===== src/clock_and_countdown_timer_core_macros.svh =====
// Assertion macros shared by the timer core files.
// Each macro names a property that is checked on the rising edge of clk
// and is switched off while arst_n is low.
`ifndef CLOCK_AND_COUNTDOWN_TIMER_CORE_MACROS_SVH
`define CLOCK_AND_COUNTDOWN_TIMER_CORE_MACROS_SVH
`ifndef SYNTHESIS
`define CCT_ASSERT_IMPL(name, ante, cons) \
	name: assert property (@(posedge clk) disable iff (!arst_n) (ante) |-> (cons)) \
		else $error("%m: same-cycle check failed");
`define CCT_ASSERT_NEXT(name, ante, cons) \
	name: assert property (@(posedge clk) disable iff (!arst_n) (ante) |=> (cons)) \
		else $error("%m: next-cycle check failed");
`else
`define CCT_ASSERT_IMPL(name, ante, cons)
`define CCT_ASSERT_NEXT(name, ante, cons)
`endif
`endif


===== src/cct_pkg.sv =====
package cct_pkg;

	localparam int NUM_DIGITS = 6;
	localparam int COUNT_W    = 19;
	localparam int DIGIT_W    = 4;
	localparam int WEIGHT_W   = 16;
	localparam int PROD_W     = WEIGHT_W + DIGIT_W;
	localparam int TICK_W     = 8;
	localparam int LOAD_W     = 20;
	localparam int MAX_DIGIT  = 9;

	localparam logic [COUNT_W-1:0] LOAD_MAX = 19'd359999;
	localparam logic [COUNT_W-1:0] DAY_LAST = 19'd86399;
	localparam logic [TICK_W-1:0]  TICKS_RESET = 8'd125;

	localparam logic [WEIGHT_W-1:0] DIGIT_WEIGHT [NUM_DIGITS] = '{
		16'd36000, 16'd3600, 16'd600, 16'd60, 16'd10, 16'd1
	};

	localparam logic KIND_TICK = 1'b0;
	localparam logic KIND_LOAD = 1'b1;

	localparam logic MODE_CLOCK     = 1'b0;
	localparam logic MODE_COUNTDOWN = 1'b1;

	localparam logic CFG_TICKS_PER_SECOND = 1'b0;
	localparam logic CFG_COUNT_MODE       = 1'b1;

	typedef logic [DIGIT_W-1:0] digit_t;

	typedef struct packed {
		logic [COUNT_W-1:0]           rem;
		digit_t [NUM_DIGITS-1:0]      digits;
		logic                         passed;
		logic                         done;
	} beat_t;

endpackage


===== src/cct_cell.sv =====
module cct_cell (
	input  logic                          clk,
	input  logic                          arst_n,
	input  logic [cct_pkg::WEIGHT_W-1:0]  weight,
	input  logic                          up_valid,
	output logic                          up_ready,
	input  cct_pkg::beat_t                up_beat,
	output logic                          dn_valid,
	input  logic                          dn_ready,
	output cct_pkg::beat_t                dn_beat
);

	logic                          valid_q;
	cct_pkg::beat_t                beat_q;
	cct_pkg::digit_t               digit;
	logic [cct_pkg::PROD_W-1:0]    product;
	logic [cct_pkg::COUNT_W-1:0]   rem_next;

	always_comb begin
		digit = '0;
		for (int j = 1; j <= cct_pkg::MAX_DIGIT; j++) begin
			if (cct_pkg::PROD_W'(up_beat.rem) >=
			    cct_pkg::PROD_W'(j) * cct_pkg::PROD_W'(weight)) begin
				digit = cct_pkg::DIGIT_W'(j);
			end
		end
		product  = cct_pkg::PROD_W'(digit) * cct_pkg::PROD_W'(weight);
		rem_next = cct_pkg::COUNT_W'(cct_pkg::PROD_W'(up_beat.rem) - product);
	end

	assign up_ready = !valid_q || dn_ready;

	always_ff @(posedge clk or negedge arst_n) begin
		if (!arst_n) begin
			valid_q <= 1'b0;
		end else if (up_ready) begin
			valid_q <= up_valid;
		end
	end

	always_ff @(posedge clk) begin
		if (up_ready && up_valid) begin
			beat_q.rem    <= rem_next;
			beat_q.digits <= {up_beat.digits[cct_pkg::NUM_DIGITS-2:0], digit};
			beat_q.passed <= up_beat.passed;
			beat_q.done   <= up_beat.done;
		end
	end

	assign dn_valid = valid_q;
	assign dn_beat  = beat_q;

endmodule


===== src/cct_front.sv =====
`include "clock_and_countdown_timer_core_macros.svh"

module cct_front (
	input  logic                          clk,
	input  logic                          arst_n,
	input  logic                          cfg_valid,
	input  logic                          cfg_index,
	input  logic [cct_pkg::TICK_W-1:0]    cfg_data,
	input  logic                          up_valid,
	output logic                          up_ready,
	input  logic                          kind,
	input  logic [cct_pkg::DIGIT_W-1:0]   hour_tens,
	input  logic [cct_pkg::DIGIT_W-1:0]   hour_units,
	input  logic [cct_pkg::DIGIT_W-1:0]   minute_tens,
	input  logic [cct_pkg::DIGIT_W-1:0]   minute_units,
	input  logic [cct_pkg::DIGIT_W-1:0]   second_tens,
	input  logic [cct_pkg::DIGIT_W-1:0]   second_units,
	output logic                          dn_valid,
	input  logic                          dn_ready,
	output cct_pkg::beat_t                dn_beat
);

	logic [cct_pkg::TICK_W-1:0]   tps_q;
	logic                         mode_q;
	logic [cct_pkg::TICK_W-1:0]   tick_q;
	logic [cct_pkg::COUNT_W-1:0]  count_q;
	logic                         done_q;
	logic                         valid_s1;
	cct_pkg::beat_t               beat_s1;

	logic                         accept;
	logic [cct_pkg::TICK_W:0]     tick_inc;
	logic                         sec_event;
	logic [cct_pkg::LOAD_W-1:0]   total;
	logic [cct_pkg::COUNT_W-1:0]  load_count;
	logic [cct_pkg::COUNT_W-1:0]  up_count;
	logic [cct_pkg::COUNT_W-1:0]  down_count;
	logic [cct_pkg::TICK_W-1:0]   tick_n;
	logic [cct_pkg::COUNT_W-1:0]  count_n;
	logic                         done_n;
	logic                         passed;

	assign up_ready = !valid_s1 || dn_ready;
	assign accept   = up_valid && up_ready;

	always_comb begin
		tick_inc  = {1'b0, tick_q} + 1'b1;
		sec_event = tick_inc >= {1'b0, tps_q};
		total = cct_pkg::LOAD_W'(hour_tens)    * cct_pkg::LOAD_W'(cct_pkg::DIGIT_WEIGHT[0])
		      + cct_pkg::LOAD_W'(hour_units)   * cct_pkg::LOAD_W'(cct_pkg::DIGIT_WEIGHT[1])
		      + cct_pkg::LOAD_W'(minute_tens)  * cct_pkg::LOAD_W'(cct_pkg::DIGIT_WEIGHT[2])
		      + cct_pkg::LOAD_W'(minute_units) * cct_pkg::LOAD_W'(cct_pkg::DIGIT_WEIGHT[3])
		      + cct_pkg::LOAD_W'(second_tens)  * cct_pkg::LOAD_W'(cct_pkg::DIGIT_WEIGHT[4])
		      + cct_pkg::LOAD_W'(second_units);
		load_count = (total > cct_pkg::LOAD_W'(cct_pkg::LOAD_MAX)) ?
		             cct_pkg::LOAD_MAX : total[cct_pkg::COUNT_W-1:0];
		up_count   = (count_q >= cct_pkg::DAY_LAST) ? '0 : count_q + 1'b1;
		down_count = (count_q == '0) ? '0 : count_q - 1'b1;

		tick_n  = tick_q;
		count_n = count_q;
		done_n  = done_q;
		passed  = 1'b0;
		priority if (kind == cct_pkg::KIND_LOAD) begin
			count_n = load_count;
			done_n  = 1'b0;
		end else if (sec_event) begin
			tick_n = '0;
			passed = 1'b1;
			if (mode_q == cct_pkg::MODE_CLOCK) begin
				count_n = up_count;
				done_n  = 1'b0;
			end else begin
				count_n = down_count;
				done_n  = (down_count == '0) ? 1'b1 : done_q;
			end
		end else begin
			tick_n = tick_inc[cct_pkg::TICK_W-1:0];
		end
	end

	always_ff @(posedge clk or negedge arst_n) begin
		if (!arst_n) begin
			tps_q    <= cct_pkg::TICKS_RESET;
			mode_q   <= cct_pkg::MODE_CLOCK;
			tick_q   <= '0;
			count_q  <= '0;
			done_q   <= 1'b0;
			valid_s1 <= 1'b0;
		end else begin
			if (cfg_valid) begin
				unique case (cfg_index)
					cct_pkg::CFG_TICKS_PER_SECOND: tps_q  <= cfg_data;
					cct_pkg::CFG_COUNT_MODE:       mode_q <= cfg_data[0];
					default:                       tps_q  <= tps_q;
				endcase
			end
			if (accept) begin
				tick_q  <= tick_n;
				count_q <= count_n;
				done_q  <= done_n;
			end
			if (up_ready) begin
				valid_s1 <= up_valid;
			end
		end
	end

	always_ff @(posedge clk) begin
		if (accept) begin
			beat_s1.rem    <= count_n;
			beat_s1.digits <= '0;
			beat_s1.passed <= passed;
			beat_s1.done   <= done_n;
		end
	end

	assign dn_valid = valid_s1;
	assign dn_beat  = beat_s1;

	`CCT_ASSERT_IMPL(a_count_range, 1'b1, count_q <= cct_pkg::LOAD_MAX)
	`CCT_ASSERT_IMPL(a_done_at_zero, done_q, count_q == '0)
	`CCT_ASSERT_NEXT(a_load_keeps_prescaler, accept && kind == cct_pkg::KIND_LOAD, tick_q == $past(tick_q) && !done_q)

endmodule


===== src/clock_and_countdown_timer_core.sv =====
// Time-of-day clock and countdown timer core.
// Item channel: item_valid/item_stall with kind and six load digits. A tick
// beat (kind 0) advances the prescaler; a load beat (kind 1) sets the count
// from HH:MM:SS digits, saturating at 99:59:59.
// Result channel: result_valid/result_stall; every item beat yields exactly
// one result beat with the count as six digits, second_passed and finished.
// Configuration: cfg_valid/cfg_ready (always ready), cfg_index 0 sets
// ticks_per_second, 1 sets count_mode; write only while the core is idle.
// Throughput is one beat per cycle while result_stall is low. The pipeline is
// one stage that updates the count, then a row of six digit cells, each peeling one digit
// off the count by compare and subtract against its place weight.
// Reset sets ticks_per_second to 125, clock mode, count and prescaler to
// zero, and empties the pipeline.
// When the receiver stalls, each stage holds its beat and empty stages
// keep filling; item_stall rises once all seven stages hold a beat.
`include "clock_and_countdown_timer_core_macros.svh"

module clock_and_countdown_timer_core (
	input  logic        clk,
	input  logic        arst_n,
	input  logic        cfg_valid,
	output logic        cfg_ready,
	input  logic        cfg_index,
	input  logic [7:0]  cfg_data,
	input  logic        item_valid,
	output logic        item_stall,
	input  logic        kind,
	input  logic [3:0]  hour_tens,
	input  logic [3:0]  hour_units,
	input  logic [3:0]  minute_tens,
	input  logic [3:0]  minute_units,
	input  logic [3:0]  second_tens,
	input  logic [3:0]  second_units,
	output logic        result_valid,
	input  logic        result_stall,
	output logic [3:0]  out_hour_tens,
	output logic [3:0]  out_hour_units,
	output logic [2:0]  out_minute_tens,
	output logic [3:0]  out_minute_units,
	output logic [2:0]  out_second_tens,
	output logic [3:0]  out_second_units,
	output logic        second_passed,
	output logic        finished
);

	logic            chain_valid [cct_pkg::NUM_DIGITS+1];
	logic            chain_ready [cct_pkg::NUM_DIGITS+1];
	cct_pkg::beat_t  chain_beat  [cct_pkg::NUM_DIGITS+1];
	logic            item_ready;
	cct_pkg::beat_t  last_beat;

	assign cfg_ready  = 1'b1;
	assign item_stall = !item_ready;

	cct_front u_front (
		.clk          (clk),
		.arst_n       (arst_n),
		.cfg_valid    (cfg_valid && cfg_ready),
		.cfg_index    (cfg_index),
		.cfg_data     (cfg_data),
		.up_valid     (item_valid),
		.up_ready     (item_ready),
		.kind         (kind),
		.hour_tens    (hour_tens),
		.hour_units   (hour_units),
		.minute_tens  (minute_tens),
		.minute_units (minute_units),
		.second_tens  (second_tens),
		.second_units (second_units),
		.dn_valid     (chain_valid[0]),
		.dn_ready     (chain_ready[0]),
		.dn_beat      (chain_beat[0])
	);

	for (genvar g = 0; g < cct_pkg::NUM_DIGITS; g++) begin : g_cell
		cct_cell u_cell (
			.clk      (clk),
			.arst_n   (arst_n),
			.weight   (cct_pkg::DIGIT_WEIGHT[g]),
			.up_valid (chain_valid[g]),
			.up_ready (chain_ready[g]),
			.up_beat  (chain_beat[g]),
			.dn_valid (chain_valid[g+1]),
			.dn_ready (chain_ready[g+1]),
			.dn_beat  (chain_beat[g+1])
		);
	end

	assign chain_ready[cct_pkg::NUM_DIGITS] = !result_stall;
	assign last_beat    = chain_beat[cct_pkg::NUM_DIGITS];
	assign result_valid = chain_valid[cct_pkg::NUM_DIGITS];

	assign out_hour_tens    = last_beat.digits[5];
	assign out_hour_units   = last_beat.digits[4];
	assign out_minute_tens  = last_beat.digits[3][2:0];
	assign out_minute_units = last_beat.digits[2];
	assign out_second_tens  = last_beat.digits[1][2:0];
	assign out_second_units = last_beat.digits[0];
	assign second_passed    = last_beat.passed;
	assign finished         = last_beat.done;

	`CCT_ASSERT_IMPL(a_digit_range, result_valid, last_beat.rem == '0 && last_beat.digits[0] <= 4'd9 && last_beat.digits[1] <= 4'd5 && last_beat.digits[3] <= 4'd5)

endmodule


===== config.mk =====
export PLATFORM = sky130hd
export DESIGN_NAME = clock_and_countdown_timer_core
export DESIGN_NICKNAME = d
export VERILOG_FILES = /design/src/cct_pkg.sv /design/src/cct_cell.sv /design/src/cct_front.sv /design/src/clock_and_countdown_timer_core.sv
export VERILOG_INCLUDE_DIRS = /design/src /design/src/src
export SDC_FILE = /design/constraint.sdc
export NUM_CORES = 1
export LEC_CHECK = 0
export ABC_CLOCK_PERIOD_IN_PS = 15900
export BUFFER_PORTS_ARGS = -buffer_cell sky130_fd_sc_hd__buf_2
export CAP_MARGIN = 20
export CELL_PAD_IN_SITES_DETAIL_PLACEMENT = 0
export CELL_PAD_IN_SITES_GLOBAL_PLACEMENT = 1
export CORE_ASPECT_RATIO = 1.1
export CORE_MARGIN = 2
export CORE_UTILIZATION = 55
export DETAILED_ROUTE_END_ITERATION = 12
export GPL_ROUTABILITY_DRIVEN = 1
export PLACE_DENSITY = 0.85
export SLEW_MARGIN = 20
export SYNTH_ARGS = -nofsm -noshare
export SYNTH_HDL_FRONTEND = slang
export SYNTH_SLANG_ARGS = --single-unit

===== constraint.sdc =====
create_clock -name clk -period 15.9 [get_ports clk]
set_input_delay 0.795 -clock clk [delete_from_list [all_inputs] [get_ports clk]]
set_output_delay 0.795 -clock clk [all_outputs]
set_load 0.01 [all_outputs]

==> flow_summary.ini, run 1 <==
[status]
status = finished clean

[sta]
setup_slack_ns = 9.137
rsz0062_at_grt = no
fin_crit_ns = 6.763
hold_ws_ns = 0.3407
max_freq_mhz = 147.9
setup_viol = 0
fin_worst_skew_ns = 0.01774
fin_crit_sh_pct = 42.53
finalHoldViolations = 0
timing.slew.headroom_pct = 34.57
worst_pin_slew_ns = 0.9814
slew_viol_final = 0
fin_tns_setup_ns = 0

[die]
num_rows = 69
start_util_pct = 56.11
ios = 66
die_w_um = 177.7
dieArea_um2 = 34680
die_y_um = 195.1
core-area_um2 = 32550

[critical_path]
critPathLaunchType = input port
cp_common_cell = fa_1
critPathArrivalTime_ns = 7.19
worst_path_max_delay_cell = fa_1
path_delay_family = adder cells
crit_buf_inv = 2
critPathKind = in -> reg
slowest_delay_ns = 0.59
worstPathCellList = buf_2 -> fa_1 -> fa_1 -> ha_1 -> a21o_1 -> a21oi_1 -> o21bai_1 -> a21oi_1 -> xor2_1 -> fa_1 -> fa_1 -> inv_1 -> ha_1 -> ha_1 -> a21o_1 -> or3_4 -> o21ai_2 -> xnor2_1 -> and4_1 -> a31oi_1 -> o2111ai_2 -> o22ai_1 -> mux2_2
endpoint_kind = register
worstPathMaxFanout = 12
crit_required_ns = 16.33

[clocking]
clock_sinks = 250
post_cts_buffers = 0
tritoncts = yes
htree_levels = 1
cts_root_buffer = clkbuf_16
clk_latency_ns = 0.55
holdBufCountCts = 0
post_cts_resized = 0
cts_inserted_buffers = 28
cts_buffer_depth = 3
path_clk_slew_ns = 0.06

[synth]
postSynthNetCount = 2085
yosysWarningCount = 0
synth-edff-count = 206
netlist_area_um2 = 18260
yosys_register_bits = 250
async_flop_share_pct = 17.60
avgSynthCellArea_um2 = 10.20
synthFlopType = edfxtp_1
seq_area_frac_synth_pct = 39.95
synthCells = 1790
synth_top_area_share_pct = 33.87
yosysTopAreaCell = edfxtp_1
yosys-top-cells-area = edfxtp_1 34%, ha_1 14%, dfrtp_1 5.2%
synth_cell_types = 90

[route]
viasPerCell = 5.756
antenna_left = 0
drtIter0Drc = 781
routed_wl_mm = 36.77
drc = 0
firstDrtPassIters = 6
wl_per_cell_um = 16.23
vias = 13038

[finish]
num_antenna_cells = 0
final_area_um2 = 19700
fin_nets = 2113
drive_gt1_share_pct = 9.516
area_delta_synth_final_pct = 7.873
final_common_cell = ha_1
layout_common_cells = 209 x ha_1, 206 x edfxtp_1, 172 x inv_1
fillers = 2692

[power_and_ir_drop]
swShare_pct = 42.70
p_leak_nw = 8.277
total_power_mw = 4.432
p_comb_share_pct = 54.2
p_seq_share_pct = 31.1
power.density_nw_per_um2 = 225.0
internal_power_mw = 2.540
power_switching_mw = 1.893
clkPwrFrac_pct = 14.6
vdd_drop_max_v = 0.0001309

[global_route]
grt-ovfl-total = 0
antenna_found_initial = 0
grt_max_degree = 45
grt_usage_pct = 21.42
grt_pass1_wl_mm = 61.65
grt_pass1_vias = 12738

[place]
io_buffer_count = 64
dp_hpwl_mm = 27.63
gp_congestion = 0.8705
pre_cts_ws_ns = 8.569
placement.cell_area_um2 = 18760

[worst_hold_path]
hold_class = in -> async

[flow_run]
maxCapViolCount = 0
-- through the flow --
step,utilization (%),instances
floorplan,-,1790
global placement,57.64,2214
detailed placement,57.64,2214
CTS,60.52,2265
global route,60.52,2265
finish,60.52,2265
-- sequential cells by signal (all words and copies together) (netlist names) --
signal / count
u_front.dn_valid: 1
u_front.tps_q: 8
u_front.tick_q: 8
u_front.mode_q: 1
g_cell.u_cell.dn_valid: 6
u_front.dn_beat: 21
u_front.count_q: 19
u_front.done_q: 1
g_cell.u_cell.dn_beat: 185
-- metal layers --
layer  vias up  track usage (%)  share of wire, %
li1       6490                -                 -
met1      6218            27.09                43
met3        72            2.551               3.4
met5         -                0                 0
met2       258            38.13                50
met4         0            6.497               2.8
-- worst reg2reg max path: stages (launching register included) --
cell,delay (ns)
edfxtp_1,0.42
or4_1,0.59
nor3_1,0.36
nand2_1,0.21
o21ai_0,0.15
a211o_1,0.15
a21oi_1,0.05
o21ai_0,0.15
a21boi_0,0.13
o31a_1,0.31
fa_1,0.48
inv_1,0.06
fa_1,0.50
inv_1,0.06
fa_1,0.39
xor2_1,0.24
ha_1,0.29
a21boi_0,0.15
o21ai_0,0.24
a21boi_0,0.16
o21ai_0,0.30
nand2_1,0.18
nor3_1,0.23
xor2_1,0.12
-- power groups by stage --
stage               logic, mW  clock network [mW]  registers, mW
floorplan                2.01                   0           1.23
global placement         2.35                   0           1.38
detailed placement       2.40                   0           1.39
CTS                      2.42               0.662           1.38
global route             2.73               0.690           1.42
finish                   2.40               0.649           1.38
-- logic make-up (layout without fill, tap and decap cells) --
logic type,after synthesis,after routing,synth area share (%)
AO/OA/AOI/OAI,422,422,14.92
AND/OR/NAND/NOR,481,481,13.11
XOR/XNOR,116,116,5.564
other,1,1,0.02054
buffers and inverters,245,294,5.796
multiplexers,17,17,1.062
adder cells (fa/ha/maj),258,258,19.58
flip-flops,250,250,39.95
-- cell usage after synthesis (7+ instances only) --
| master | instances |
|---|---|
| a21boi_0 | 12 |
| a21o_1 | 31 |
| a21oi_1 | 106 |
| and3_1 | 9 |
| a211o_1 | 7 |
| nor2b_1 | 23 |
| o31ai_1 | 13 |
| nor3_1 | 42 |
| inv_1 | 172 |
| or4_1 | 11 |
| o22ai_1 | 11 |
| nand4_1 | 11 |
| o211ai_1 | 9 |
| o21a_1 | 17 |
| a31oi_1 | 19 |
| nand2_1 | 127 |
| nand2b_1 | 31 |
| clkbuf_1 | 28 |
| or2_2 | 9 |
| dfrtp_1 | 38 |
| edfxtp_1 | 206 |
| a211oi_1 | 11 |
| xnor2_1 | 70 |
| mux2_2 | 15 |
| buf_4 | 24 |
| fa_1 | 47 |
| o21ai_0 | 108 |
| nand3_1 | 22 |
| xor2_1 | 46 |
| and2_1 | 12 |
| o21bai_1 | 8 |
| nor4_1 | 17 |
| or3_1 | 12 |
| buf_2 | 13 |
| ha_1 | 209 |
| nor2_1 | 124 |
-- layout make-up --
class,count,area [um^2],area share [%]
Timing Repair Buffer,71,372.9,1.893
Sequential cell,250,7295,37.03
Tap cell,426,533.0,2.706
Clock inverter,20,224.0,1.137
Clock buffer,31,711.9,3.614
Multi-Input combinational cell,1295,9917,50.34
Inverter,172,645.6,3.277
-- worst paths after layout --
check	from	end	slack [ns]	cells past startpoint
worst min-delay path	arst_n	u_front.count_q[3]$_DFFE_PN0P_	0.34	2
min in group clk	g_cell[1].u_cell.dn_beat[27]$_DFFE_PP_	g_cell[2].u_cell.dn_beat[27]$_DFFE_PP_	0.41	0
worst min register to register	g_cell[1].u_cell.dn_beat[27]$_DFFE_PP_	g_cell[2].u_cell.dn_beat[27]$_DFFE_PP_	0.41	0
worst max register to register	g_cell[2].u_cell.dn_beat[40]$_DFFE_PP_	g_cell[3].u_cell.dn_beat[40]$_DFFE_PP_	9.74	23
worst max-delay path	minute_units[0]	u_front.count_q[8]$_DFFE_PN0P_	9.14	23
max in group asynchronous	arst_n	u_front.mode_q$_DFFE_PN0P_	15.15	2
Power figures use the tool's default switching activity.
==> run 2: changes to the inputs <==
--- a/config.mk
+++ b/config.mk
@@ -6,17 +6,17 @@
 export SDC_FILE = /design/constraint.sdc
 export NUM_CORES = 1
 export LEC_CHECK = 0
-export ABC_CLOCK_PERIOD_IN_PS = 15900
+export ABC_CLOCK_PERIOD_IN_PS = 6000
 export BUFFER_PORTS_ARGS = -buffer_cell sky130_fd_sc_hd__buf_2
 export CAP_MARGIN = 20
 export CELL_PAD_IN_SITES_DETAIL_PLACEMENT = 0
 export CELL_PAD_IN_SITES_GLOBAL_PLACEMENT = 1
 export CORE_ASPECT_RATIO = 1.1
 export CORE_MARGIN = 2
-export CORE_UTILIZATION = 55
+export CORE_UTILIZATION = 46
 export DETAILED_ROUTE_END_ITERATION = 12
 export GPL_ROUTABILITY_DRIVEN = 1
-export PLACE_DENSITY = 0.85
+export PLACE_DENSITY = 0.76
 export SLEW_MARGIN = 20
 export SYNTH_ARGS = -nofsm -noshare
 export SYNTH_HDL_FRONTEND = slang
==> constraint.sdc (replaced) <==
create_clock -name clk -period 6 [get_ports clk]
set_input_delay 0.3 -clock clk [delete_from_list [all_inputs] [get_ports clk]]
set_output_delay 0.3 -clock clk [all_outputs]
set_load 0.01 [all_outputs]
==> flow_summary.ini, run 2 (synthesized netlist as in run 1, its figures left out) <==
[status]
status = finished clean

[global_route]
grtUsageMet1_pct = 22.75
gr-usage-met3_pct = 1.848
grt_busiest_layer = met2
grt-ovfl-total = 0
use_met2_pct = 34.52
grt_usage_pct = 18.43
grt_pass1_wl_mm = 63.64
grt_pass1_vias = 13102
antenna_found_initial = 0
grt_max_degree = 45

[die]
die_y_um = 213.0
core-area_um2 = 39180
start_util_pct = 46.61
ios = 66
dieArea_um2 = 41310
die_w_um = 194.0
num_rows = 76

[route]
antenna_left = 0
drtIter0Drc = 695
wl_per_cell_um = 15.74
vias = 13301
drc = 0
routed_wl_mm = 38.21
viasPerCell = 5.480
firstDrtPassIters = 5

[clocking]
tritoncts = yes
cts_root_buffer = clkbuf_16
clk_latency_ns = 0.53
cts_buffer_depth = 3
htree_levels = 1
path_clk_slew_ns = 0.06
cts_inserted_buffers = 28
clock_sinks = 250

[power_and_ir_drop]
power.density_nw_per_um2 = 628.9
p_comb_share_pct = 57.9
clkPwrFrac_pct = 14.0
swShare_pct = 41.27
p_seq_share_pct = 28.1
p_leak_nw = 8.743
power_switching_mw = 5.375
vdd_drop_max_v = 0.0004043
internal_power_mw = 7.647

[critical_path]
critPathArrivalTime_ns = 6.22
crit_required_ns = 6.41
worst_path_max_delay_cell = fa_1
slowest_delay_ns = 0.60
worstPathMaxFanout = 6
reg2regPathDepth = 21
critPathLaunchType = input port
worstPathCellList = buf_2 -> fa_2 -> fa_1 -> buf_4 -> inv_1 -> fa_2 -> inv_1 -> fa_1 -> fa_1 -> fa_1 -> inv_1 -> fa_1 -> nand2b_4 -> a21oi_4 -> o21ai_2 -> o211a_1 -> nor3_4 -> nand2b_4 -> o2111ai_4 -> buf_6 -> o22a_2 -> mux2_2
cp_common_cell = fa_1
critPathKind = in -> reg
endpoint_kind = register
r2r_setup_slack_ns = 0.40

[flow_run]
maxCapViolCount = 0

[place]
dp_hpwl_mm = 28.97
dp_cells = 2359
gp_congestion = 0.8622
placement.cell_area_um2 = 19340
io_buffer_count = 64

[finish]
area_delta_synth_final_pct = 13.39
fin_nets = 2194
drive_gt1_share_pct = 14.22
num_antenna_cells = 0
largest_reg_flops = 185
final_area_um2 = 20710
final_cells = 2427
layout_common_cells = 206 x ha_1, 206 x edfxtp_1, 171 x inv_1

[sta]
fin_crit_ns = 5.808
worst_pin_slew_ns = 0.9066
slew_viol_final = 0
finalHoldViolations = 0
fin_worst_skew_ns = 0.01427
fin_crit_sh_pct = 96.80
hold_ws_ns = 0.04286
setup_viol = 0
timing.slew.headroom_pct = 39.56
rsz0062_at_grt = yes
max_freq_mhz = 172.2

[worst_hold_path]
hold_depth = 2
hold_class = in -> reg
==> run 2: changes by cell type in the layout (fill, tap and decap cells not counted), sizes merged <==
cell         change
dlygate4sd3     +10
clkbuf           +1
buf             +71
bufinv           +2
clkinv           -4
clkinvlp         +1
==> run 2: path summary, 6_finish.rpt <==
check | start | to
max in group asynchronous | arst_n | g_cell[1].u_cell.dn_valid$_DFFE_PN0P_
min | result_stall | g_cell[5].u_cell.dn_valid$_DFFE_PN0P_
min in group asynchronous | arst_n | u_front.mode_q$_DFFE_PN0P_
min reg2reg | g_cell[3].u_cell.dn_beat[2]$_DFFE_PP_ | g_cell[4].u_cell.dn_beat[6]$_DFFE_PP_
max reg2reg | g_cell[2].u_cell.dn_beat[41]$_DFFE_PP_ | g_cell[3].u_cell.dn_beat[40]$_DFFE_PP_
max | minute_units[2] | u_front.count_q[5]$_DFFE_PN0P_
==> run 2: cell type report <==
class                      count  area [um^2]
tap                          507        634.4
clock inverter                19        252.7
clock buffer                  32        747.0
sequential                   250         7295
timing repair buffer         152         1017
inverter                     172        645.6
fill                        3464        18470
multi-input combinational   1295        10110
==> run 2: per-layer routing <==
metal  part of all wire [%]  up-vias
li1                       -     6640
met1                     43     6410
met2                     52      194
met3                    2.8       57
met4                    2.1        0
met5                      0        -
==> run 2: metrics by stage <==
step / TNS (ns) / power, mW / setup slack, ns / util [%]
floorplan: 0 / 8.595 / 0.02519 / -
global placement: -11.84 / 10.62 / -0.4994 / 49.37
detailed placement: -14.83 / 10.75 / -0.5512 / 49.37
CTS: 0 / 12.68 / 0.01402 / 52.22
global route: -0.08832 / 14.22 / -0.03536 / 52.85
finish: 0 / 13.02 / 0.1918 / 52.85
==> run 2: repair_timing <==
action                                  CTS  global route
pin swaps                                 1            24
endpoints found under the setup margin    3            47
hold endpoints to repair                 48             0
hold buffers                             10             0
cloned                                    0             0
buffers inserted                          1             6
resized for setup                         1            40
==> run 2: critical path, delay by kind of cell <==
kind	cells	cell delay, ns
AO/OA/AOI/OAI	5	0.99
multiplexers	1	0.26
AND/OR/NAND/NOR	3	0.51
buffers and inverters	6	0.59
adder cells (fa/ha/maj)	7	3.59
==> run 2: power groups by stage <==
stage | Sequential, mW | Combinational [mW] | Clock [mW]
after global routing | 3.76 | 8.51 | 1.95
after floorplan | 3.27 | 5.32 | 0
final | 3.66 | 7.54 | 1.83
after detailed placement | 3.68 | 7.07 | 0
after CTS | 3.65 | 7.15 | 1.87
after global placement | 3.66 | 6.96 | 0
==> run 3: changes to the inputs <==
--- a/config.mk
+++ b/config.mk
@@ -6,17 +6,17 @@
 export SDC_FILE = /design/constraint.sdc
 export NUM_CORES = 1
 export LEC_CHECK = 0
-export ABC_CLOCK_PERIOD_IN_PS = 6000
+export ABC_CLOCK_PERIOD_IN_PS = 5710
 export BUFFER_PORTS_ARGS = -buffer_cell sky130_fd_sc_hd__buf_2
 export CAP_MARGIN = 20
 export CELL_PAD_IN_SITES_DETAIL_PLACEMENT = 0
 export CELL_PAD_IN_SITES_GLOBAL_PLACEMENT = 1
 export CORE_ASPECT_RATIO = 1.1
 export CORE_MARGIN = 2
-export CORE_UTILIZATION = 46
+export CORE_UTILIZATION = 51
 export DETAILED_ROUTE_END_ITERATION = 12
 export GPL_ROUTABILITY_DRIVEN = 1
-export PLACE_DENSITY = 0.76
+export PLACE_DENSITY = 0.8
 export SLEW_MARGIN = 20
 export SYNTH_ARGS = -nofsm -noshare
 export SYNTH_HDL_FRONTEND = slang
==> constraint.sdc (replaced) <==
create_clock -name clk -period 5.71 [get_ports clk]
set_input_delay 0.2855 -clock clk [delete_from_list [all_inputs] [get_ports clk]]
set_output_delay 0.2855 -clock clk [all_outputs]
set_load 0.01 [all_outputs]
==> flow_summary.ini, run 3 (synthesized netlist as in run 1, its figures left out) <==
[status]
status = finished, violations left
violations = negative setup slack

[route]
firstDrtPassIters = 7
antenna_left = 0
viasPerCell = 5.463
wl_per_cell_um = 15.37
drtIter0Drc = 699
vias = 13296
drc = 0
routed_wl_mm = 37.41

[critical_path]
critPathArrivalTime_ns = 6.14
slowest_delay_ns = 0.57
worstPathCellList = buf_6 -> fa_1 -> fa_1 -> ha_1 -> a21o_1 -> a21oi_2 -> buf_4 -> xnor2_1 -> fa_1 -> fa_1 -> inv_1 -> fa_1 -> inv_1 -> ha_4 -> o211ai_1 -> a21oi_4 -> o21ai_2 -> o211a_1 -> nor3_2 -> nand2b_4 -> o2111ai_4 -> buf_12 -> o22a_2 -> mux2_2
cp_common_cell = fa_1
critPathLaunchType = input port
worst_path_max_delay_cell = fa_1
crit_required_ns = 6.14
critPathKind = in -> reg
endpoint_kind = register
worstPathMaxFanout = 11

[finish]
seq_area_um2 = 7295
final_common_cell = edfxtp_1
num_antenna_cells = 0
final_area_um2 = 21090
area_delta_synth_final_pct = 15.47
drive_gt1_share_pct = 16.49
layout_common_cells = 206 x edfxtp_1, 205 x ha_1, 169 x inv_1
fin_nets = 2226
largest_reg_flops = 185
fillers = 3002
multi_input_area_um2 = 10290

[die]
die_y_um = 202.5
core-area_um2 = 35220
start_util_pct = 51.84
dieArea_um2 = 37340
ios = 66
die_w_um = 184.4
num_rows = 72

[sta]
setup_viol = 3
hold_ws_ns = 0.07764
timing.slew.headroom_pct = 40.75
rsz0062_at_grt = yes
fin_worst_skew_ns = 0.01333
max_freq_mhz = 174.9
slew_viol_final = 0
fin_tns_setup_ns = -0.01376
worst_pin_slew_ns = 0.8888
fin_crit_sh_pct = 100.1
setup_slack_ns = -0.006088
finalHoldViolations = 0
fin_crit_ns = 5.716

[global_route]
grt_max_degree = 45
grt_pass1_vias = 13214
grt-ovfl-total = 0
grt_pass1_wl_mm = 61.55
grt_usage_pct = 20.02
antenna_found_initial = 0

[flow_run]
maxCapViolCount = 0

[clocking]
cts_inserted_buffers = 28
path_clk_slew_ns = 0.06
cts_root_buffer = clkbuf_16
tritoncts = yes
clk_latency_ns = 0.55
htree_levels = 1
clock_sinks = 250
cts_buffer_depth = 3

[power_and_ir_drop]
p_leak_nw = 8.954
vdd_drop_max_v = 0.0005640
power.density_nw_per_um2 = 659.6

[place]
dp_hpwl_mm = 28.43
io_buffer_count = 64
gp_congestion = 0.8614
placement.cell_area_um2 = 19640

[worst_hold_path]
hold_class = in -> reg
-- run 3: final timing paths --
path / start / to / slack [ns] / cells after the start
min in group asynchronous: arst_n / u_front.tps_q[7]$_DFFE_PN0P_ / 0.31 / 2
hold reg to reg: g_cell[4].u_cell.dn_beat[2]$_DFFE_PP_ / g_cell[5].u_cell.dn_beat[6]$_DFFE_PP_ / 0.41 / 0
setup / recovery: minute_units[0] / u_front.count_q[5]$_DFFE_PN0P_ / -0.006 / 24
max in group asynchronous: arst_n / u_front.count_q[15]$_DFFE_PN0P_ / 4.98 / 2
hold / removal: cfg_index / u_front.mode_q$_DFFE_PN0P_ / 0.08 / 3
setup reg to reg: g_cell[2].u_cell.dn_beat[38]$_DFFE_PP_ / g_cell[3].u_cell.dn_beat[43]$_DFFE_PP_ / 0.05 / 20
-- run 3: layout make-up --
class / instances / share of cell area (%)
inverters: 172 / 3.062
flip-flops and latches: 250 / 34.59
clock inverters: 17 / 0.9375
multi-input cells: 1295 / 48.82
clock buffers: 35 / 3.643
well taps: 481 / 2.854
repair buffers: 184 / 6.094
-- run 3: per-layer routing --
metal	vias to the layer above	share of wire, %	GRT usage [%]
met5	-	0	0
met4	0	2.5	6.257
met3	65	3.4	2.152
met2	240	52	37.41
met1	6277	42	23.96
li1	6714	-	-
-- run 3: what timing repair did --
action,in CTS,in global routing
setup buffers,1,5
pin swaps,0,31
setup endpoints to repair,9,45
hold buffers,11,0
resized for setup,9,69
hold endpoints to repair,49,0
-- run 3: power breakdown --
group | internal (mW) | total [mW] | switching [mW] | leakage (nW)
Combinational | 4.00 | 8.23 | 4.22 | 6.02
Clock | 1.13 | 1.86 | 0.722 | 0.464
Sequential | 3.04 | 3.83 | 0.786 | 2.47
Total | 8.18 | 13.9 | 5.73 | 8.95
-- run 3: worst max-delay path, delay by kind of cell --
kind	cells	cell delay (ns)
AO/OA/AOI/OAI	8	1.35
XOR/XNOR	1	0.14
adder cells (fa/ha/maj)	7	3.07
buffers and inverters	5	0.55
multiplexers	1	0.26
AND/OR/NAND/NOR	2	0.48
-- run 3: through the flow --
step | total power, mW | cells | util (%) | setup slack, ns
2_1_floorplan | 9.187 | 1790 | - | -0.09338
3_3_place_gp | 11.45 | 2365 | 55.74 | -0.4695
3_5_place_dp | 11.64 | 2365 | 55.74 | -0.5836
4_1_cts | 13.59 | 2429 | 58.89 | 0.003971
5_1_grt | 15.14 | 2434 | 59.86 | -0.2172
6_report | 13.91 | 2434 | 59.86 | -0.006088
